## config.mk

```make
export PLATFORM = sky130hd
export DESIGN_NAME = kbr_ctrl
export DESIGN_NICKNAME = d
export VERILOG_FILES = /design/src/sv/keyed_body_reassembly_slots_top_macros.svh /design/src/sv/kbr_pkg.sv /design/src/sv/kbr_ctrl.sv
export SDC_FILE = /design/constraint.sdc
export NUM_CORES = 1
export LEC_CHECK = 0
export ABC_AREA = 1
export BUFFER_PORTS_ARGS = -buffer_cell sky130_fd_sc_hd__buf_2
export CORE_AREA = 2 2 39 41
export DETAILED_ROUTE_END_ITERATION = 8
export DIE_AREA = 0 0 41 43
export SYNTH_ARGS = -nofsm -noshare
export SYNTH_HDL_FRONTEND = slang
export SYNTH_SLANG_ARGS = --single-unit
```

## constraint.sdc

```tcl
create_clock -name clk -period 2.52 [get_ports clk]
set_clock_uncertainty 0.2 [all_clocks]
set_input_delay 0.63 -clock clk [delete_from_list [all_inputs] [get_ports clk]]
set_output_delay 0.63 -clock clk [all_outputs]
set_load 0.05 [all_outputs]
```

## src/sv/keyed_body_reassembly_slots_top_macros.svh

```systemverilog
// ----------------------------------------------------------------------------
// Assertion macros for the keyed body reassembly block
// Same-cycle and next-cycle implication checks, empty in synthesis builds.
// ----------------------------------------------------------------------------
`ifndef KEYED_BODY_REASSEMBLY_SLOTS_TOP_MACROS_SVH
`define KEYED_BODY_REASSEMBLY_SLOTS_TOP_MACROS_SVH
`ifndef SYNTH
`define KBR_ASSERT_IMP(lbl, ck, rs, ante, cons) \
  lbl: assert property (@(posedge ck) disable iff (rs) (ante) |-> (cons)) \
    else $error("assertion failed");
`define KBR_ASSERT_NXT(lbl, ck, rs, ante, cons) \
  lbl: assert property (@(posedge ck) disable iff (rs) (ante) |=> (cons)) \
    else $error("assertion failed");
`else
`define KBR_ASSERT_IMP(lbl, ck, rs, ante, cons)
`define KBR_ASSERT_NXT(lbl, ck, rs, ante, cons)
`endif
`endif

```

## src/sv/kbr_pkg.sv

```systemverilog
// ----------------------------------------------------------------------------
// kbr_pkg
// Sizes, codes and control types shared by the reassembly modules.
// ----------------------------------------------------------------------------
package kbr_pkg;
  localparam int SLOT_COUNT    = 4;
  localparam int BODY_CAPACITY = 256;
  localparam int CLIENT_WIDTH  = 32;

  localparam int SLOT_W        = $clog2(SLOT_COUNT);
  localparam int LEN_W         = $clog2(BODY_CAPACITY + 1);
  localparam int ROWS_PER_SLOT = BODY_CAPACITY / 8;
  localparam int ROWS          = SLOT_COUNT * ROWS_PER_SLOT;
  localparam int ROW_W         = $clog2(ROWS);
  localparam int K_W           = $clog2(ROWS_PER_SLOT);

  localparam logic [2:0] OP_MORE     = 3'd0;
  localparam logic [2:0] OP_FINAL    = 3'd1;
  localparam logic [2:0] OP_ABORTED  = 3'd2;
  localparam logic [2:0] OP_COMPLETE = 3'd3;
  localparam logic [2:0] OP_CLEAR    = 3'd4;

  localparam logic [2:0] ST_WAITING   = 3'd0;
  localparam logic [2:0] ST_READY     = 3'd1;
  localparam logic [2:0] ST_CLEARED   = 3'd2;
  localparam logic [2:0] ST_BAD_ARG   = 3'd3;
  localparam logic [2:0] ST_TOO_LARGE = 3'd4;
  localparam logic [2:0] ST_MISMATCH  = 3'd5;

  typedef struct packed {
    logic load;
    logic commit;
    logic rd_step;
  } cmd_t;

  typedef struct packed {
    logic stream;
    logic rd_last;
  } sts_t;

  function automatic logic [SLOT_W-1:0] first_set(input logic [SLOT_COUNT-1:0] v);
    logic [SLOT_W-1:0] idx;
    idx = '0;
    for (int i = SLOT_COUNT - 1; i >= 0; i--) begin
      if (v[i]) idx = SLOT_W'(i);
    end
    return idx;
  endfunction
endpackage

```

## src/sv/kbr_ctrl.sv

```systemverilog
// ----------------------------------------------------------------------------
// kbr_ctrl
// Sequencer: capture a transaction, commit it, stream a ready body.
// ----------------------------------------------------------------------------
module kbr_ctrl (
  input  logic          clk,
  input  logic          rst,
  input  logic          start,
  output logic          busy,
  input  kbr_pkg::sts_t sts,
  output kbr_pkg::cmd_t cmd
);
  typedef enum logic [1:0] {IDLE, EVAL, STREAM} state_t;
  state_t state;

  assign busy = (state != IDLE);

  always_comb begin
    cmd = '0;
    cmd.load    = (state == IDLE) && start;
    cmd.commit  = (state == EVAL);
    cmd.rd_step = (state == STREAM);
  end

  always_ff @(posedge clk) begin
    if (rst) begin
      state <= IDLE;
    end else begin
      case (state)
        IDLE:    if (start) state <= EVAL;
        EVAL:    state <= sts.stream ? STREAM : IDLE;
        STREAM:  if (sts.rd_last) state <= IDLE;
        default: state <= IDLE;
      endcase
    end
  end
endmodule

```

==> results of run 1 <==
-- power breakdown --
group / total, mW / switching [mW] / internal, mW / leakage [nW]
sequential: 0.0349 / 0.00144 / 0.0335 / 0.0164
clock: 0.0690 / 0.0166 / 0.0524 / 0.0138
combinational: 0.0301 / 0.0222 / 0.00790 / 0.0685
-- cells by family after synthesis --
family	synth area share (%)
and+or+nand+nor	40.0
AOI/OAI and AO/OA	8.24
DFF	37.6
buffers and inverters	14.1
-- cells in the final DEF (no fill, tap or decap) --
cell                       netlist  layout
sky130_fd_sc_hd__nor2_1          3       3
sky130_fd_sc_hd__nand3_2         1       1
sky130_fd_sc_hd__nor3_2          1       1
sky130_fd_sc_hd__nand3_1         1       1
sky130_fd_sc_hd__nand2_2         1       1
sky130_fd_sc_hd__inv_2           2       2
sky130_fd_sc_hd__inv_1           2       2
sky130_fd_sc_hd__buf_2           0       8
sky130_fd_sc_hd__a21oi_2         1       1
sky130_fd_sc_hd__dfxtp_1         2       2
sky130_fd_sc_hd__clkbuf_4        0       3
-- cells in the mapped netlist --
cell type / number / area, um2
sky130_fd_sc_hd__nand2_2: 1 / 6.26
sky130_fd_sc_hd__nor2_1: 3 / 11.3
sky130_fd_sc_hd__inv_1: 2 / 7.51
sky130_fd_sc_hd__nand3_2: 1 / 10.0
sky130_fd_sc_hd__dfxtp_1: 2 / 40.0
sky130_fd_sc_hd__a21oi_2: 1 / 8.76
sky130_fd_sc_hd__inv_2: 2 / 7.51
sky130_fd_sc_hd__nand3_1: 1 / 5.00
sky130_fd_sc_hd__nor3_2: 1 / 10.0
-- per-stage QoR --
stage,instances,area [um2],worst slack (ps)
after floorplan,14,106,360
after global placement,38,166,600
after detailed placement,38,166,591
after CTS,41,189,591
after global routing,41,189,542
final,41,189,593
-- worst paths after layout --
path | startpoint | cells after the start | end
worst max-delay path | start | 4 | cmd[2]
worst min-delay path | state[1]$_SDFFE_PP0P_ | 2 | state[1]$_SDFFE_PP0P_
worst max register to register | state[0]$_SDFFE_PP0P_ | 3 | state[1]$_SDFFE_PP0P_
worst min register to register | state[1]$_SDFFE_PP0P_ | 2 | state[1]$_SDFFE_PP0P_
-- routing by layer --
| layer | vias to the layer above | part of all wire (%) | GRT usage (%) |
|---|---|---|---|
| li1 | 65 | - | - |
| met1 | 50 | 38 | 2.23 |
| met2 | 4 | 52 | 3.75 |
| met3 | 0 | 9.4 | 3.14 |
| met4 | 0 | 0 | 6.00 |
| met5 | - | 0 | 0 |
-- critical path, delay by kind of cell --
family / cells / cell delay, ps
buffers and inverters: 3 / 380
AND/OR/NAND/NOR: 1 / 90
-- layout make-up --
| type | instances | area (um2) | share of cell area (%) |
|---|---|---|---|
| clock buffers | 3 | 22.5 | 11.9 |
| inverters | 4 | 15.0 | 7.95 |
| multi-input cells | 8 | 51.3 | 27.2 |
| flip-flops and latches | 2 | 40.0 | 21.2 |
| well taps | 16 | 20.0 | 10.6 |
| repair buffers | 8 | 40.0 | 21.2 |
==> results.sh, run 1 <==
export IMPL_run_status="complete, no violations"
export IMPL_floorplan_rows=14
export IMPL_syn_num_nets=19
export IMPL_synth_ff_latch_count=2
export IMPL_min_period_ps=1930
export IMPL_setup_fix_bufs_post_cts=0
export IMPL_cts_max_level=1
export IMPL_first_global_vias=103
export IMPL_n_antenna_cell=0
export IMPL_max_clock_freq_ghz=0.519
export IMPL_cts_root_buffer="sky130_fd_sc_hd__clkbuf_4"
export IMPL_initial_antenna_violation_count=0
export IMPL_syn_area_um2=106
export IMPL_drv_slew=0
export IMPL_crit_arrival_ps=1100
export IMPL_setup_reg_to_reg_worst_slack_ps=1650
export IMPL_floorplan_initialDensity_pct=7.69
export IMPL_timing_hold_ws_ps=310
export IMPL_crit_path_top_delay_cell="sky130_fd_sc_hd__buf_2"
export IMPL_finalPower_mw=0.134
export IMPL_largest_reg_flops=2
export IMPL_rsz0062_at_grt="no"
export IMPL_slew_headroom_pct=83.5
export IMPL_max_flop_register="state"
export IMPL_overflow=0
export IMPL_nNetsFinal=32
export IMPL_wire_length_of_the_first_global_routing_pass_um=317
export IMPL_clk_pin_slew_ps=30
export IMPL_drt_pre_antenna_iters=2
export IMPL_timing_final_crit_share_pct=76.5
export IMPL_worstSkewPairLatency_ps=220
export IMPL_ctsHoldBuffers=0
export IMPL_cts_max_path_buffers=2
export IMPL_cp_common_cell="sky130_fd_sc_hd__buf_2"
export IMPL_n_fill_cell=159
export IMPL_vdd_ir_drop_worst_mv=0.113
export IMPL_routabilityCongestion=0.511
export IMPL_post_cts_resized=0
export IMPL_post_drt_wl_per_cell_um=5.68
export IMPL_remaining_drc_errors=0
export IMPL_leakagePower_nw=0.0987
export IMPL_area_delta_synth_final_pct=77.6
export IMPL_slowest_delay_ps=260
export IMPL_drt_first_iter_violations=3
export IMPL_cts_sinks=2
export IMPL_drv_cap=0
export IMPL_route_antenna_remaining_nets=0
export IMPL_design_core_area_um2=1380
export IMPL_setup_worst_path_start_class="input pin"
export IMPL_grt_start_max_net_pins=4
export IMPL_synthesized_area_per_cell_um2=7.60
export IMPL_fp_dieArea_um2=1760
export IMPL_required_ps=1690
export IMPL_cts_buffers=3
export IMPL_yosysWarnings=0
export IMPL_worst_slew_pin_transition_ps=249
export IMPL_worstSetupPathType="input pin to output pin"
export IMPL_worstHoldPathType="flip-flop to flip-flop"
export IMPL_place_port_buffers=8
export IMPL_avgViaCountPerCell=2.90
export IMPL_critical_path_cell_chain="buf_2, inv_1, nor2_1, buf_2"
export IMPL_power_density_nw_per_um2=709
export IMPL_setup_violations=0
export IMPL_reg_largest_list="state (2)"
export IMPL_tritoncts_clock_tree="yes"
export IMPL_share_of_post_route_cells_with_drive_strength_above_1_pct=68.0
export IMPL_dp_final_hpwl_um=188
export IMPL_detailroute_via_count=119
export IMPL_grtUsageTotal_pct=3.40
export IMPL_hold_viol=0
export IMPL_dieWidth_um=41
export IMPL_synthCells=14
export IMPL_design_portCount=9
export IMPL_synth_seq_area_share_pct=37.6
export IMPL_final_core_utilization_pct=13.7
export IMPL_critPathCaptureType="output pin"
export IMPL_synthDistinctLibCells=9
export IMPL_chipHeight_um=43
export IMPL_total_detailed_routing_wirelength_um=233
export IMPL_worst_path_max_fanout=2
export IMPL_setup_tns_final_ps=0
Power figures use the tool's default switching activity.
==> run 2, diff against run 1 <==
- clock period: 2.52 -> 1.8 ns (I/O delays scaled with it)
==> run 2 against run 1 <==
Net effect:
- combinational power is 43% higher
- critical path depth stayed put
- count of clock-buffer cells in the layout stayed put
- die area stayed put
- wire length is 3.0% higher
- critical endpoint unchanged
- largest cell class unchanged
==> results.sh, run 2 (synthesized netlist as in run 1, its figures left out) <==
export IMPL_setup_violations=0
export IMPL_setup_tns_final_ps=0
export IMPL_run_status="complete, no violations"
export IMPL_cts_buffers=3
export IMPL_worstSetupPathType="flip-flop to output pin"
export IMPL_worst_slew_pin_transition_ps=249
export IMPL_worstHoldPathType="input pin to flip-flop"
export IMPL_area_delta_synth_final_pct=80.0
export IMPL_post_cts_resized=0
export IMPL_route_antenna_remaining_nets=0
export IMPL_critical_path_cell_chain="inv_2, nand2_2, nor2_2, buf_2"
export IMPL_fp_dieArea_um2=1760
export IMPL_slew_headroom_pct=83.5
export IMPL_reg_largest_list="state (2)"
export IMPL_category_of_cells_accounting_for_the_largest_share_of_critical_path_delay="buffers and inverters"
export IMPL_wire_length_of_the_first_global_routing_pass_um=317
export IMPL_required_ps=1150
export IMPL_drt_first_iter_violations=2
export IMPL_slowest_delay_ps=310
export IMPL_avgViaCountPerCell=2.88
export IMPL_detailroute_via_count=118
export IMPL_dp_final_hpwl_um=192
export IMPL_cts_root_buffer="sky130_fd_sc_hd__clkbuf_4"
export IMPL_grtUsageTotal_pct=3.80
export IMPL_largest_reg_flops=2
export IMPL_drv_slew=0
export IMPL_drt_pre_antenna_iters=4
export IMPL_routabilityCongestion=0.453
export IMPL_critPathCaptureType="output pin"
export IMPL_total_detailed_routing_wirelength_um=240
export IMPL_design_core_area_um2=1380
export IMPL_cts_max_path_buffers=2
export IMPL_finalPower_mw=0.187
export IMPL_crit_path_top_delay_cell="sky130_fd_sc_hd__dfxtp_1"
export IMPL_max_flop_register="state"
export IMPL_max_clock_freq_ghz=0.600
export IMPL_worstSkewPairLatency_ps=220
export IMPL_floorplan_rows=14
export IMPL_rsz0062_at_grt="no"
export IMPL_initial_antenna_violation_count=0
export IMPL_crit_arrival_ps=1020
export IMPL_worst_path_max_fanout=3
export IMPL_most_common_library_cell_in_the_layout_ignoring_fill_and_taps="sky130_fd_sc_hd__buf_2"
export IMPL_power_density_nw_per_um2=978
export IMPL_post_drt_wl_per_cell_um=5.85
export IMPL_tritoncts_clock_tree="yes"
export IMPL_clk_pin_slew_ps=30
export IMPL_cp_num_buf_inv=2
export IMPL_vdd_ir_drop_worst_mv=0.146
export IMPL_floorplan_initialDensity_pct=7.69
export IMPL_n_antenna_cell=0
export IMPL_dieWidth_um=41
export IMPL_remaining_drc_errors=0
export IMPL_leakagePower_nw=0.0988
export IMPL_min_period_ps=1670
export IMPL_overflow=0
export IMPL_grt_start_max_net_pins=4
export IMPL_hold_viol=0
export IMPL_cts_sinks=2
export IMPL_first_global_vias=99
export IMPL_place_port_buffers=8
export IMPL_nNetsFinal=32
export IMPL_setup_worst_path_start_class="flip-flop"
export IMPL_setup_fix_bufs_post_cts=0
export IMPL_ctsHoldBuffers=0
export IMPL_setup_reg_to_reg_worst_slack_ps=940
export IMPL_cts_max_level=1
export IMPL_design_portCount=9
export IMPL_chipHeight_um=43
export IMPL_most_frequent_cells_in_the_layout="sky130_fd_sc_hd__buf_2 (8), sky130_fd_sc_hd__clkbuf_4 (3)"
export IMPL_timing_final_crit_share_pct=92.6
export IMPL_drv_cap=0
export IMPL_share_of_post_route_cells_with_drive_strength_above_1_pct=72.0
## run 2: cell types whose count changed in the layout (fill, tap and decap cells not counted)
cell                     change
sky130_fd_sc_hd__nor2_2      +1
sky130_fd_sc_hd__nor2_1      -1
## run 2: path summary, 6_finish.rpt
path                         start               endpoint  depth (start not counted)
max          state[1]$_SDFFE_PP0P_                 cmd[2]                          4
min                            rst  state[1]$_SDFFE_PP0P_                          2
max reg2reg  state[0]$_SDFFE_PP0P_  state[0]$_SDFFE_PP0P_                          3
min reg2reg  state[0]$_SDFFE_PP0P_  state[1]$_SDFFE_PP0P_                          2
## run 2: layout make-up
type	instances	area (um2)
multi-input combinational	8	53.8
inverter	4	15.0
fill	161	1190
sequential	2	40.0
clock buffer	3	22.5
timing repair buffer	8	40.0
tap	16	20.0
## run 2: through the flow
step,std cells,utilization [%],cell area [um2],setup WS [ps],hold WS [ps]
final,41,13.8,191,133,218
after CTS,41,13.8,191,117,214
after floorplan,14,-,109,83.6,276
after global placement,38,12.2,169,226,294
after global routing,41,13.8,191,76.5,215
after detailed placement,38,12.2,169,228,297
## run 2: routing by layer
metal | vias to the layer above | global-route usage [%] | share of wire [%]
met5 | - | 0 | 0
met4 | 0 | 6.00 | 0
met3 | 0 | 6.28 | 19
met2 | 5 | 3.44 | 47
met1 | 48 | 1.91 | 34
li1 | 65 | - | -
## run 2: power by group
| group | internal, mW | switching (mW) |
|---|---|---|
| clock | 0.0733 | 0.0221 |
| sequential | 0.0469 | 0.00200 |
| combinational | 0.0114 | 0.0317 |
## run 2: worst reg2reg max path: cells and delay by family, from the launching register on
kind	cells	cell delay, ps
flip-flops	1	360
buffers and inverters	1	70
AND/OR/NAND/NOR	2	130
